File: src/rtl/core/blprc_pkg.sv
// shared types, constants and the control program of the buffer level pi rate controller
// no dependencies; used by every other file of the block
package blprc_pkg;

	localparam int IN_W               = 16;
	localparam int COUNT_BITS_DEFAULT = 16;
	localparam int ERR_W              = 18;
	localparam int MUL_A_W            = ERR_W;
	localparam int MUL_B_W            = 20;
	localparam int PROD_W             = MUL_A_W + MUL_B_W + 1;
	localparam int ISUM_W             = PROD_W + 1;
	localparam int INTEG_W            = 33;
	localparam int PRAW_W             = 24;
	localparam int CFG_IDX_W          = 3;
	localparam int CFG_DATA_W         = 20;
	localparam int STEP_W             = 4;

	localparam logic [16:0] ONE_Q16 = 17'd65536;

	localparam logic [CFG_IDX_W-1:0] REG_TARGET_LEVEL   = 3'd0;
	localparam logic [CFG_IDX_W-1:0] REG_SMOOTHING      = 3'd1;
	localparam logic [CFG_IDX_W-1:0] REG_P_GAIN         = 3'd2;
	localparam logic [CFG_IDX_W-1:0] REG_I_GAIN         = 3'd3;
	localparam logic [CFG_IDX_W-1:0] REG_ADJUST_LIMIT   = 3'd4;
	localparam logic [CFG_IDX_W-1:0] REG_P_TERM_LIMIT   = 3'd5;
	localparam logic [CFG_IDX_W-1:0] REG_INTEGRAL_LIMIT = 3'd6;

	localparam logic [16:0] RST_TARGET_LEVEL   = 17'd4096;
	localparam logic [16:0] RST_SMOOTHING      = 17'd6554;
	localparam logic [15:0] RST_P_GAIN         = 16'd256;
	localparam logic [19:0] RST_I_GAIN         = 20'd655;
	localparam logic [14:0] RST_ADJUST_LIMIT   = 15'd1000;
	localparam logic [14:0] RST_P_TERM_LIMIT   = 15'd500;
	localparam logic [14:0] RST_INTEGRAL_LIMIT = 15'd500;

	typedef logic [STEP_W-1:0] step_t;

	localparam step_t S_IDLE    = 4'd0;
	localparam step_t S_MUL_NEW = 4'd1;
	localparam step_t S_ACC_HI  = 4'd2;
	localparam step_t S_ACC_LO  = 4'd3;
	localparam step_t S_AVG     = 4'd4;
	localparam step_t S_ERR     = 4'd5;
	localparam step_t S_ECLAMP  = 4'd6;
	localparam step_t S_ISUM    = 4'd7;
	localparam step_t S_ICLAMP  = 4'd8;
	localparam step_t S_PCLAMP  = 4'd9;
	localparam step_t S_OSUM    = 4'd10;
	localparam step_t S_EMIT    = 4'd11;
	localparam step_t S_FIRST   = 4'd12;

	typedef enum logic [2:0] {
		MA_LEVEL,
		MA_AVG_HI,
		MA_AVG_LO,
		MA_ERR,
		MA_E
	} mul_a_t;

	typedef enum logic [1:0] {
		MB_ALPHA,
		MB_BETA,
		MB_IGAIN,
		MB_PGAIN
	} mul_b_t;

	typedef enum logic [3:0] {
		OP_NOP,
		OP_LOAD,
		OP_FIRST,
		OP_ACC_SET,
		OP_ACC_ADD,
		OP_AVG_FIN,
		OP_ERR,
		OP_ECLAMP,
		OP_ISUM,
		OP_ICLAMP,
		OP_PCLAMP,
		OP_OSUM,
		OP_EMIT
	} dp_op_t;

	typedef enum logic [2:0] {
		COND_NEXT,
		COND_IN,
		COND_LOADED_N,
		COND_JUMP,
		COND_OUT
	} cond_t;

	typedef struct packed {
		mul_a_t mul_a;
		mul_b_t mul_b;
		dp_op_t op;
		cond_t  cond;
		step_t  target;
	} ctl_word_t;

	typedef struct packed {
		mul_a_t mul_a;
		mul_b_t mul_b;
		dp_op_t op;
	} dp_ctl_t;

	typedef struct packed {
		logic loaded;
	} dp_status_t;

	typedef struct packed {
		logic [16:0] target_level;
		logic [16:0] smoothing_alpha;
		logic [15:0] p_gain;
		logic [19:0] i_gain;
		logic [14:0] adjust_limit;
		logic [14:0] p_term_limit;
		logic [14:0] integral_limit;
	} cfg_t;

	function automatic ctl_word_t ucode(step_t s);
		ctl_word_t w;
		case (s)
			S_IDLE:    w = '{mul_a: MA_LEVEL,  mul_b: MB_ALPHA, op: OP_LOAD,
			                 cond: COND_IN,       target: S_IDLE};
			S_MUL_NEW: w = '{mul_a: MA_LEVEL,  mul_b: MB_ALPHA, op: OP_NOP,
			                 cond: COND_LOADED_N, target: S_FIRST};
			S_ACC_HI:  w = '{mul_a: MA_AVG_HI, mul_b: MB_BETA,  op: OP_ACC_SET,
			                 cond: COND_NEXT,     target: S_IDLE};
			S_ACC_LO:  w = '{mul_a: MA_AVG_LO, mul_b: MB_BETA,  op: OP_ACC_ADD,
			                 cond: COND_NEXT,     target: S_IDLE};
			S_AVG:     w = '{mul_a: MA_LEVEL,  mul_b: MB_ALPHA, op: OP_AVG_FIN,
			                 cond: COND_NEXT,     target: S_IDLE};
			S_ERR:     w = '{mul_a: MA_LEVEL,  mul_b: MB_ALPHA, op: OP_ERR,
			                 cond: COND_NEXT,     target: S_IDLE};
			S_ECLAMP:  w = '{mul_a: MA_ERR,    mul_b: MB_IGAIN, op: OP_ECLAMP,
			                 cond: COND_NEXT,     target: S_IDLE};
			S_ISUM:    w = '{mul_a: MA_E,      mul_b: MB_PGAIN, op: OP_ISUM,
			                 cond: COND_NEXT,     target: S_IDLE};
			S_ICLAMP:  w = '{mul_a: MA_LEVEL,  mul_b: MB_ALPHA, op: OP_ICLAMP,
			                 cond: COND_NEXT,     target: S_IDLE};
			S_PCLAMP:  w = '{mul_a: MA_LEVEL,  mul_b: MB_ALPHA, op: OP_PCLAMP,
			                 cond: COND_NEXT,     target: S_IDLE};
			S_OSUM:    w = '{mul_a: MA_LEVEL,  mul_b: MB_ALPHA, op: OP_OSUM,
			                 cond: COND_NEXT,     target: S_IDLE};
			S_EMIT:    w = '{mul_a: MA_LEVEL,  mul_b: MB_ALPHA, op: OP_EMIT,
			                 cond: COND_OUT,      target: S_IDLE};
			S_FIRST:   w = '{mul_a: MA_LEVEL,  mul_b: MB_ALPHA, op: OP_FIRST,
			                 cond: COND_JUMP,     target: S_ERR};
			default:   w = '{mul_a: MA_LEVEL,  mul_b: MB_ALPHA, op: OP_NOP,
			                 cond: COND_JUMP,     target: S_IDLE};
		endcase
		return w;
	endfunction

endpackage

File: src/rtl/core/blprc_sequencer.sv
// step counter and control rom of the rate controller, with the input and output handshakes
// depends on blprc_pkg for the control word, conditions and the program
module blprc_sequencer (
	input  logic                   clk,
	input  logic                   arst_n,
	input  logic                   in_valid,
	output logic                   in_ready,
	output logic                   out_valid,
	input  logic                   out_ready,
	input  blprc_pkg::dp_status_t  status,
	output blprc_pkg::dp_ctl_t     ctl
);
	import blprc_pkg::*;

	step_t     step_q;
	step_t     step_d;
	logic      out_valid_q;
	logic      fire;
	ctl_word_t w;

	assign w         = ucode(step_q);
	assign in_ready  = (w.cond == COND_IN);
	assign out_valid = out_valid_q;

	always_comb begin
		case (w.cond)
			COND_IN:  fire = in_valid;
			COND_OUT: fire = !out_valid_q || out_ready;
			default:  fire = 1'b1;
		endcase
	end

	always_comb begin
		step_d = step_q;
		if (fire) begin
			case (w.cond)
				COND_LOADED_N: step_d = status.loaded ? step_q + 4'd1 : w.target;
				COND_JUMP:     step_d = w.target;
				COND_OUT:      step_d = w.target;
				default:       step_d = step_q + 4'd1;
			endcase
		end
	end

	assign ctl.mul_a = w.mul_a;
	assign ctl.mul_b = w.mul_b;
	assign ctl.op    = fire ? w.op : OP_NOP;

	always_ff @(posedge clk or negedge arst_n) begin
		if (!arst_n) begin
			step_q      <= S_IDLE;
			out_valid_q <= 1'b0;
		end else begin
			step_q <= step_d;
			if (fire && w.cond == COND_OUT) begin
				out_valid_q <= 1'b1;
			end else if (out_ready) begin
				out_valid_q <= 1'b0;
			end
		end
	end

endmodule

File: src/rtl/core/blprc_datapath.sv
// datapath of the rate controller: shared multiplier, moving average, pi terms, output word
// depends on blprc_pkg; blprc_sequencer drives one op per cycle, none in handshake stalls
module blprc_datapath #(
	parameter int COUNT_BITS = blprc_pkg::COUNT_BITS_DEFAULT
) (
	input  logic                              clk,
	input  logic                              arst_n,
	input  blprc_pkg::dp_ctl_t                ctl,
	output blprc_pkg::dp_status_t             status,
	input  blprc_pkg::cfg_t                   cfg,
	input  logic [blprc_pkg::IN_W-1:0]        fifo_count,
	input  logic [blprc_pkg::IN_W-1:0]        pend_count,
	output logic signed [15:0]                rate_adjust,
	output logic [16:0]                       smoothed_level,
	output logic signed [blprc_pkg::ERR_W-1:0] level_error
);
	import blprc_pkg::*;

	localparam int CNT_W   = (COUNT_BITS < IN_W) ? COUNT_BITS : IN_W;
	localparam int LEVEL_W = CNT_W + 1;
	localparam int AVG_W   = LEVEL_W + 16;

	logic [LEVEL_W-1:0]        level_q;
	logic [AVG_W-1:0]          avg_q;
	logic                      loaded_q;
	logic [AVG_W-1:0]          acc_q;
	logic signed [PROD_W-1:0]  prod_q;
	logic signed [ERR_W-1:0]   err_q;
	logic signed [15:0]        e_q;
	logic signed [ISUM_W-1:0]  isum_q;
	logic signed [INTEG_W-1:0] integ_q;
	logic signed [PRAW_W-1:0]  praw_q;
	logic signed [15:0]        p_q;
	logic signed [16:0]        itr_q;
	logic signed [17:0]        osum_q;
	logic signed [15:0]        rate_adjust_q;
	logic [16:0]               smoothed_q;
	logic signed [ERR_W-1:0]   level_error_q;

	logic [16:0]               alpha_eff;
	logic [16:0]               beta;
	logic signed [MUL_A_W-1:0] mul_a;
	logic [MUL_B_W-1:0]        mul_b;
	logic signed [PROD_W-1:0]  prod_d;
	logic [LEVEL_W-1:0]        floored;
	logic signed [ERR_W-1:0]   err_d;
	logic signed [ERR_W-1:0]   adj_e;
	logic signed [15:0]        e_d;
	logic signed [ISUM_W-1:0]  ilim_pos;
	logic signed [INTEG_W-1:0] integ_clamped;
	logic signed [PROD_W-1:0]  pbias;
	logic signed [PROD_W-1:0]  pshift;
	logic signed [PRAW_W-1:0]  ptl;
	logic signed [15:0]        p_d;
	logic signed [INTEG_W-1:0] ibias;
	logic signed [INTEG_W-1:0] ishift;
	logic signed [17:0]        lim_o;
	logic signed [17:0]        outv;
	logic                      sat_hi;
	logic                      sat_lo;
	logic signed [16:0]        windup;

	assign alpha_eff = (cfg.smoothing_alpha > ONE_Q16) ? ONE_Q16 : cfg.smoothing_alpha;
	assign beta      = ONE_Q16 - alpha_eff;
	assign floored   = avg_q[AVG_W-1:16];

	always_comb begin
		case (ctl.mul_a)
			MA_LEVEL:  mul_a = $signed(MUL_A_W'(level_q));
			MA_AVG_HI: mul_a = $signed(MUL_A_W'(floored));
			MA_AVG_LO: mul_a = $signed(MUL_A_W'(avg_q[15:0]));
			MA_ERR:    mul_a = err_q;
			MA_E:      mul_a = MUL_A_W'(e_q);
			default:   mul_a = '0;
		endcase
		case (ctl.mul_b)
			MB_ALPHA: mul_b = MUL_B_W'(alpha_eff);
			MB_BETA:  mul_b = MUL_B_W'(beta);
			MB_IGAIN: mul_b = cfg.i_gain;
			MB_PGAIN: mul_b = MUL_B_W'(cfg.p_gain);
			default:  mul_b = '0;
		endcase
	end

	assign prod_d = PROD_W'(mul_a) * PROD_W'($signed({1'b0, mul_b}));

	always_comb begin
		err_d = $signed(ERR_W'(cfg.target_level)) - $signed(ERR_W'(floored));

		// error clamped to the adjust limit
		adj_e = $signed(ERR_W'(cfg.adjust_limit));
		if (err_q > adj_e) begin
			e_d = adj_e[15:0];
		end else if (err_q < -adj_e) begin
			e_d = 16'(-adj_e);
		end else begin
			e_d = err_q[15:0];
		end

		ilim_pos = $signed(ISUM_W'({cfg.integral_limit, 16'b0}));
		if (isum_q > ilim_pos) begin
			integ_clamped = ilim_pos[INTEG_W-1:0];
		end else if (isum_q < -ilim_pos) begin
			integ_clamped = INTEG_W'(-ilim_pos);
		end else begin
			integ_clamped = isum_q[INTEG_W-1:0];
		end

		// p term divided by 256, toward zero
		pbias  = prod_q + $signed(PROD_W'({8{prod_q[PROD_W-1]}}));
		pshift = pbias >>> 8;

		ptl = $signed(PRAW_W'(cfg.p_term_limit));
		if (praw_q > ptl) begin
			p_d = ptl[15:0];
		end else if (praw_q < -ptl) begin
			p_d = 16'(-ptl);
		end else begin
			p_d = praw_q[15:0];
		end

		// integrator integer part, toward zero
		ibias  = integ_q + $signed(INTEG_W'({16{integ_q[INTEG_W-1]}}));
		ishift = ibias >>> 16;

		lim_o  = $signed(18'(cfg.adjust_limit));
		sat_hi = 1'b0;
		sat_lo = 1'b0;
		if (osum_q > lim_o) begin
			outv   = lim_o;
			sat_hi = 1'b1;
		end else if (osum_q < -lim_o) begin
			outv   = -lim_o;
			sat_lo = 1'b1;
		end else begin
			outv = osum_q;
		end
		windup = 17'(outv) - 17'(p_q);
	end

	always_ff @(posedge clk or negedge arst_n) begin
		if (!arst_n) begin
			loaded_q <= 1'b0;
			avg_q    <= '0;
			integ_q  <= '0;
		end else begin
			case (ctl.op)
				OP_FIRST: begin
					avg_q    <= {level_q, 16'b0};
					loaded_q <= 1'b1;
				end
				OP_AVG_FIN: avg_q   <= acc_q + AVG_W'(prod_q[PROD_W-1:16]);
				OP_ICLAMP:  integ_q <= integ_clamped;
				OP_EMIT: begin
					// anti-windup when the output saturates against the error
					if ((sat_hi && err_q < 0) || (sat_lo && err_q > 0)) begin
						integ_q <= {windup, 16'b0};
					end
				end
				default: ;
			endcase
		end
	end

	always_ff @(posedge clk) begin
		prod_q <= prod_d;
		case (ctl.op)
			OP_LOAD:    level_q <= LEVEL_W'(CNT_W'(fifo_count)) + LEVEL_W'(CNT_W'(pend_count));
			OP_ACC_SET: acc_q   <= AVG_W'(prod_q);
			OP_ACC_ADD: acc_q   <= acc_q + AVG_W'(prod_q);
			OP_ERR:     err_q   <= err_d;
			OP_ECLAMP:  e_q     <= e_d;
			OP_ISUM:    isum_q  <= ISUM_W'(integ_q) + ISUM_W'(prod_q);
			OP_ICLAMP:  praw_q  <= pshift[PRAW_W-1:0];
			OP_PCLAMP: begin
				p_q   <= p_d;
				itr_q <= ishift[16:0];
			end
			OP_OSUM:    osum_q  <= 18'(p_q) + 18'(itr_q);
			OP_EMIT: begin
				rate_adjust_q <= outv[15:0];
				smoothed_q    <= 17'(floored);
				level_error_q <= err_q;
			end
			default: ;
		endcase
	end

	assign status.loaded  = loaded_q;
	assign rate_adjust    = rate_adjust_q;
	assign smoothed_level = smoothed_q;
	assign level_error    = level_error_q;

endmodule

File: src/rtl/core/buffer_level_pi_rate_controller.sv
// top level of the buffer level pi rate controller: configuration registers and the two units
// depends on blprc_pkg, blprc_sequencer and blprc_datapath
//
// Each accepted word (fifo and pending byte counts) gives one result word: the rate correction,
// the integer moving-average level and the level error. The control program steps each word
// through its operations, one operation per cycle through a single shared 18x21 multiplier
// while no handshake holds it; the first word after reset loads the average directly and
// skips the averaging steps. A new word is taken only in the idle step, once the last result
// has gone to the output register, where it may still wait while the next word is taken.
// Configuration writes are always accepted; indexes past the last register are ignored.
module buffer_level_pi_rate_controller #(
	parameter int COUNT_BITS = blprc_pkg::COUNT_BITS_DEFAULT
) (
	input  logic                                clk,
	input  logic                                arst_n,
	input  logic                                in_valid,
	output logic                                in_ready,
	input  logic [blprc_pkg::IN_W-1:0]          fifo_count,
	input  logic [blprc_pkg::IN_W-1:0]          pend_count,
	output logic                                out_valid,
	input  logic                                out_ready,
	output logic signed [15:0]                  rate_adjust,
	output logic [16:0]                         smoothed_level,
	output logic signed [blprc_pkg::ERR_W-1:0]  level_error,
	input  logic                                cfg_valid,
	output logic                                cfg_ready,
	input  logic [blprc_pkg::CFG_IDX_W-1:0]     cfg_index,
	input  logic [blprc_pkg::CFG_DATA_W-1:0]    cfg_data
);
	import blprc_pkg::*;

	cfg_t       cfg_q;
	dp_ctl_t    ctl;
	dp_status_t status;

	assign cfg_ready = 1'b1;

	always_ff @(posedge clk or negedge arst_n) begin
		if (!arst_n) begin
			cfg_q.target_level    <= RST_TARGET_LEVEL;
			cfg_q.smoothing_alpha <= RST_SMOOTHING;
			cfg_q.p_gain          <= RST_P_GAIN;
			cfg_q.i_gain          <= RST_I_GAIN;
			cfg_q.adjust_limit    <= RST_ADJUST_LIMIT;
			cfg_q.p_term_limit    <= RST_P_TERM_LIMIT;
			cfg_q.integral_limit  <= RST_INTEGRAL_LIMIT;
		end else if (cfg_valid) begin
			case (cfg_index)
				REG_TARGET_LEVEL:   cfg_q.target_level    <= cfg_data[16:0];
				REG_SMOOTHING:      cfg_q.smoothing_alpha <= cfg_data[16:0];
				REG_P_GAIN:         cfg_q.p_gain          <= cfg_data[15:0];
				REG_I_GAIN:         cfg_q.i_gain          <= cfg_data;
				REG_ADJUST_LIMIT:   cfg_q.adjust_limit    <= cfg_data[14:0];
				REG_P_TERM_LIMIT:   cfg_q.p_term_limit    <= cfg_data[14:0];
				REG_INTEGRAL_LIMIT: cfg_q.integral_limit  <= cfg_data[14:0];
				default: ;
			endcase
		end
	end

	blprc_sequencer u_seq (
		.clk       (clk),
		.arst_n    (arst_n),
		.in_valid  (in_valid),
		.in_ready  (in_ready),
		.out_valid (out_valid),
		.out_ready (out_ready),
		.status    (status),
		.ctl       (ctl)
	);

	blprc_datapath #(
		.COUNT_BITS (COUNT_BITS)
	) u_dp (
		.clk            (clk),
		.arst_n         (arst_n),
		.ctl            (ctl),
		.status         (status),
		.cfg            (cfg_q),
		.fifo_count     (fifo_count),
		.pend_count     (pend_count),
		.rate_adjust    (rate_adjust),
		.smoothed_level (smoothed_level),
		.level_error    (level_error)
	);

endmodule

File: config.mk
export PLATFORM = sky130hd
export DESIGN_NAME = buffer_level_pi_rate_controller
export DESIGN_NICKNAME = d
export VERILOG_FILES = /design/src/rtl/core/blprc_pkg.sv /design/src/rtl/core/blprc_sequencer.sv /design/src/rtl/core/blprc_datapath.sv /design/src/rtl/core/buffer_level_pi_rate_controller.sv
export SDC_FILE = /design/constraint.sdc
export NUM_CORES = 2
export LEC_CHECK = 0
export BUFFER_PORTS_ARGS = -buffer_cell sky130_fd_sc_hd__buf_2
export CAP_MARGIN = 20
export CELL_PAD_IN_SITES_DETAIL_PLACEMENT = 1
export CELL_PAD_IN_SITES_GLOBAL_PLACEMENT = 1
export CORE_AREA = 2 2 298 300
export CTS_CLUSTER_DIAMETER = 200
export DETAILED_ROUTE_END_ITERATION = 7
export DIE_AREA = 0 0 300 302
export PLACE_DENSITY = 0.87
export SLEW_MARGIN = 5
export SYNTH_ARGS = -nofsm -noshare
export SYNTH_HDL_FRONTEND = slang
export SYNTH_SLANG_ARGS = --single-unit
File: constraint.sdc
create_clock -name clk -period 9.65 [get_ports clk]
set_clock_uncertainty 0.05 [all_clocks]
set_input_delay 0.965 -clock clk [delete_from_list [all_inputs] [get_ports clk]]
set_output_delay 0.965 -clock clk [all_outputs]
set_load 0.01 [all_outputs]
* Word-level counts from Yosys, hierarchy flattened
Memories as Yosys holds them, arrays and structs flattened. Index checks and enable logic that the tools add are counted.
Storage, ports and cells: memories 1, input bits 60, flip-flop bits (word level) 476, logic and storage cells 130, bits in read-only memories 240, output and inout port bits 54
Memories:
- (no name shown) | depth 16, width 15, rd ports 1, clocked after Yosys merged registers in 0, write ports 0, RTL line blprc_pkg.sv:121 | case (s)
Cells by class: eq/ne operators 30, order comparisons 11, reductions and logical operators 22, add/sub/neg operators 14, muxes and demuxes 24, multiply operators 1
Operators by type and width (number):
- 33-bit case mux with 2 select lines | 3
- 33-bit 2-to-1 mux | 3
- 18-bit case mux with 5 select lines | 1
- 20-bit case mux with 4 select lines | 1
- 17-bit 2-to-1 mux | 3
- 33-bit by 39-bit adder with 40-bit output | 1
- 40-bit by 32-bit > comparator with 1-bit output | 1
- 40-bit < comparator | 1
- 31-bit negation with 40-bit output | 1
- 18-bit by 21-bit multiplier with 39-bit output | 1
- 18-bit by 16-bit > comparator with 1-bit output | 2
- 18-bit < comparator | 2
- 33-bit by 17-bit adder with 33-bit output | 1
- 33-bit by 23-bit adder with 33-bit output | 1
- 33-bit adder | 1
- 32-bit by 9-bit adder with 32-bit output | 1
- 16-bit 2-to-1 mux | 2
- 15-bit 2-to-1 mux | 2
- 24-bit by 16-bit > comparator with 1-bit output | 1
- 24-bit < comparator | 1
- 15-bit negation with 24-bit output | 1
- 4-bit equality test, second input constant | 5
- 16-bit by 17-bit adder with 18-bit output | 1
- 3-bit by 2-bit equality test with 1-bit output, second input constant | 6
- other kinds (29) | 59

* Logic depth before layout (Yosys ltp)
depth in word-level cells 8, depth in mapped cells 38, mapped depth without buffers 35

* By module
Synthesis repeated with hierarchy kept, for this count alone.
Second synthesis, totals: cell total of the unflattened synthesis 4679, area, all modules 44418.9 um^2
Modules (own cells, without submodules):
- blprc_datapath | times used 1, area an instance 39416.6 um^2, cells an instance 4365, seq. area each 9964.6 um^2
- buffer_level_pi_rate_controller | times used 1, area an instance 4425.5 um^2, cells an instance 251, seq. area each 2919.0 um^2
- blprc_sequencer | times used 1, area an instance 576.8 um^2, cells an instance 63, seq. area each 125.1 um^2

* Least setup slack after synthesis
OpenSTA, ideal clock, no wires.
path kind reg-to-reg, from register cfg_q[83] (netlist bit), to register u_dp.prod_q[35], arrival 8.775 ns, clock period less this slack 8.897 ns, stages on the path, launching flop included 35, buffers on the path 1, data required time 9.528 ns, path slack 0.753 ns, setup time 0.072 ns, path through dfrtp_1 -> nor4_4 -> nand4_1 -> or4_1 -> o21ai_4 -> nand2_1 -> ha_1 -> clkbuf_1 -> o21a_1 -> nand3_1 -> o21a_1 -> o22ai_1 -> a221oi_1 -> nor2_1 -> fa_1 -> inv_1 -> fa_1 -> fa_1 -> inv_1 -> fa_1 -> fa_1 -> inv_1 -> fa_1 -> inv_1 -> ha_1 -> a21o_1 -> a21o_1 -> a21oi_1 -> o21ai_0 -> a221oi_2 -> o21ai_1 -> or4_1 -> a31o_1 -> a21oi_1 -> xnor2_1
Between the ends: word-level cells in the longest chain between the ends 5
RTL lines:
- start: declaration | RTL line buffer_level_pi_rate_controller.sv:32 | cfg_t cfg_q;
- 17-bit > comparator | RTL line blprc_datapath.sv:63 | assign alpha_eff = (cfg.smoothing_alpha > ONE_Q16) ? ONE_Q16 : cfg.smoothing_alpha;
- 17-bit 2-to-1 mux * | RTL line blprc_datapath.sv:63
- 17-bit subtractor | RTL line blprc_datapath.sv:64 | assign beta = ONE_Q16 - alpha_eff;
- 20-bit case mux with 4 select lines * | RTL line blprc_datapath.sv:76 | case (ctl.mul_b)
- 18-bit by 21-bit multiplier with 39-bit output * | RTL line blprc_datapath.sv:85 | assign prod_d = PROD_W'(mul_a) * PROD_W'($signed({1'b0, mul_b}));
- named net u_dp.prod_d[35] | RTL line blprc_datapath.sv:44 | logic signed [PROD_W-1:0] prod_d;
- end signal: assignment | RTL line blprc_datapath.sv:166 | prod_q <= prod_d;
- end: declaration | RTL line blprc_datapath.sv:27 | logic signed [PROD_W-1:0] prod_q;
Mark *: on every way through the listed nets, which the timed path passes. The rest lies on a longest branch. A chain may end at the register's enable or synchronous reset.

* Worst setup path in the final report
from register cfg_q[83] (netlist bit), to register u_dp.prod_q[38]
The elaborated chain is that of the path after synthesis.

==> flow_metrics.env <==
export IMPL_n_fill_cell=9947
export IMPL_place_inst=5791
export IMPL_layout_drive_gt1_share=0.1150
export IMPL_synth_top_area_frac=0.1730
export IMPL_fin_nets=5514
export IMPL_final_common_cell="inv_1"
export IMPL_yosysUniqueCellTypes=100
export IMPL_setup_viol=0
export IMPL_htree_levels=2
export IMPL_overflow=0
export IMPL_ys_seq_elements=476
export IMPL_drt_iter0_drc=3265
export IMPL_finalCritPeriodShare=0.9705
export IMPL_wl_per_cell_um=26.80
export IMPL_viasPerCell=6.279
export IMPL_cts_buffers=52
export IMPL_synth_enable_flop_cells=250
export IMPL_drv_slew=0
export IMPL_hold_path_class="in -> async"
export IMPL_ant_nets=0
export IMPL_dpl_cell_area_sq_um=45860
export IMPL_cp_required_ps=10150
export IMPL_die_h_um=302
export IMPL_slew_headroom=0.1911
export IMPL_maxCapViolations=0
export IMPL_die_w_um=300
export IMPL_grt_total_usage=0.3492
export IMPL_dp_hpwl_um=123200
export IMPL_cts_root_buffer="clkbuf_16"
export IMPL_syn_mean_instance_area_sq_um=9.557
export IMPL_clk_pin_slew_ps=70
export IMPL_synthCells=4540
export IMPL_start_util=0.4956
export IMPL_postCtsHoldBufs=0
export IMPL_gp_congestion=1.001
export IMPL_layout_common_cells="535 x inv_1, 470 x ha_1, 448 x nand2_1"
export IMPL_critPathLaunchType="flop"
export IMPL_cp_max_fo=7
export IMPL_vias=37048
export IMPL_rows=109
export IMPL_wl_um=158100
export IMPL_coreArea_sq_um=87560
export IMPL_clock_sinks=476
export IMPL_worstPathArrival_ps=9860
export IMPL_setup_worst_path_class="reg -> reg"
export IMPL_grt_pass1_vias=39662
export IMPL_yosysTopAreaCell="edfxtp_1"
export IMPL_ys_top_cells_by_area="edfxtp_1 17%, fa_1 14%, ha_1 14%"
export IMPL_grt_pass1_wl_um=239700
export IMPL_numPortBuffers=112
export IMPL_postLayoutCellArea_sq_um=47850
export IMPL_max_freq_mhz=106.8
export IMPL_dieArea_sq_um=90600
export IMPL_crit_top_cell="fa_1"
export IMPL_multi_input_area_sq_um=27990
export IMPL_drc=0
export IMPL_ys_warn_count=0
export IMPL_syn_area_sq_um=43390
export IMPL_dr_pass1_iters=7
export IMPL_clockBufferDepth=3
export IMPL_regArea_sq_um=13010
export IMPL_syn2layout_area_growth_pct=10.28
export IMPL_synth_ff_type="edfxtp_1"
export IMPL_syn_nets=5366
export IMPL_cp_end_kind="flop"
export IMPL_grt_max_degree=69
export IMPL_clock_latency_ps=640
export IMPL_crit_path_max_incr_delay_ps=610
export IMPL_yosysSeqAreaShare=0.2998
export IMPL_antenna_found_initial=6
export IMPL_status="complete, no violations"
export IMPL_fin_cells=5900
export IMPL_period_minus_slack_ps=9366
export IMPL_max_slew_worst_pin_slew_ps=1201
export IMPL_cpMaxStageDelayCell="fa_1"
export IMPL_hold_viol=0
export IMPL_ios=114
export IMPL_cts_tree="done"
export IMPL_async_flop_share=0.3929
## repair_timing
action | 4_1_cts | 5_1_grt
gates resized for setup | 0 | 19
setup endpoints to repair | 0 | 3
setup buffers | 0 | 5
## final cells by class
class	instances	area share
multi-input cells	3388	0.5849
flip-flops and latches	476	0.2719
inverters	538	0.04220
repair buffers	232	0.03219
well taps	1165	0.03046
clock buffers	66	0.02939
clock inverters	32	0.008760
diodes	3	0.0001569
## per-layer routing
metal | global-route usage | part of all wire | vias to the layer above
li1 | - | - | 16030
met5 | 0 | 0.00022 | -
met1 | 0.4364 | 0.39 | 18718
met2 | 0.5666 | 0.46 | 1769
met3 | 0.06701 | 0.086 | 525
met4 | 0.2036 | 0.069 | 6
## metrics by stage
| step | setup TNS (ps) | hold slack (ps) | setup WS [ps] | util |
|---|---|---|---|---|
| 2_1_floorplan | 0 | 374.0 | 752.5 | - |
| 3_3_place_gp | 0 | 421.4 | 490.3 | 0.5237 |
| 3_5_place_dp | 0 | 436.7 | 241.0 | 0.5238 |
| 4_1_cts | 0 | 261.5 | 155.2 | 0.5446 |
| 5_1_grt | -67.36 | 273.4 | -61.44 | 0.5464 |
| 6_report | 0 | 249.0 | 284.2 | 0.5465 |
## synthesized netlist by cell type, drive strengths merged (37+ instances only)
| cell type | instances |
|---|---|
| fa | 295 |
| o21a | 46 |
| a21oi | 244 |
| inv | 536 |
| nand2 | 449 |
| ha | 471 |
| and3 | 39 |
| nor3 | 73 |
| mux2i | 57 |
| nand4 | 38 |
| dfxtp | 39 |
| xnor2 | 175 |
| edfxtp | 250 |
| xor2 | 69 |
| a211oi | 37 |
| dfrtp | 154 |
| nand2b | 52 |
| nand3 | 72 |
| clkbuf | 119 |
| a21o | 106 |
| mux2 | 117 |
| nor2 | 342 |
| nor2b | 59 |
| o21ai | 249 |
## path summary, 6_finish.rpt
path | start | to | slack (ps) | cells after the start
min in group clk | u_dp.isum_q[0]$_DFFE_PN_ | u_dp.integ_q[0]$_DFFE_PN0P_ | 460 | 1
hold reg to reg | u_dp.isum_q[0]$_DFFE_PN_ | u_dp.integ_q[0]$_DFFE_PN0P_ | 460 | 1
setup reg to reg | cfg_q[83]$_DFFE_PN0P_ | u_dp.prod_q[38]$_DFF_P_ | 280 | 34
setup / recovery | cfg_q[83]$_DFFE_PN0P_ | u_dp.prod_q[38]$_DFF_P_ | 280 | 34
hold / removal | arst_n | cfg_q[113]$_DFFE_PN0P_ | 250 | 1
max in group asynchronous | arst_n | u_dp.integ_q[11]$_DFFE_PN0P_ | 7090 | 3
## worst max-delay path: cells and delay by family, from the launching register on
kind,cells,cell delay (ps)
fa+ha+maj,8,3630
compound gates,11,2450
simple gates,9,2110
flops,1,470
buf+inv,5,390
xor+xnor,1,130
## sequential cells by signal, summed over array words and instances, names as in the netlist, 24 cells and up
signal and count:
u_dp.isum_q 40, cfg_q 115, u_dp.integ_q 33, u_dp.acc_q 33, u_dp.praw_q 24, u_dp.avg_q 33
u_dp.prod_q 39
## kinds of logic (layout without fill, tap and decap cells)
kind of cell | count (synthesis) | after routing | share of synthesized area
and+or+nand+nor | 1261 | 1261 | 0.1351
AOI/OAI and AO/OA | 942 | 942 | 0.1414
adders and majority gates | 766 | 766 | 0.2719
buffers and inverters | 676 | 868 | 0.05891
DFF | 476 | 476 | 0.2998
xor gates and xnor gates | 244 | 244 | 0.04925
muxes | 174 | 174 | 0.04351
other | 1 | 4 | 0.00008642
Power is not shown: default switching activity piles up to over one toggle a cycle in this logic, so the estimate is an artifact.
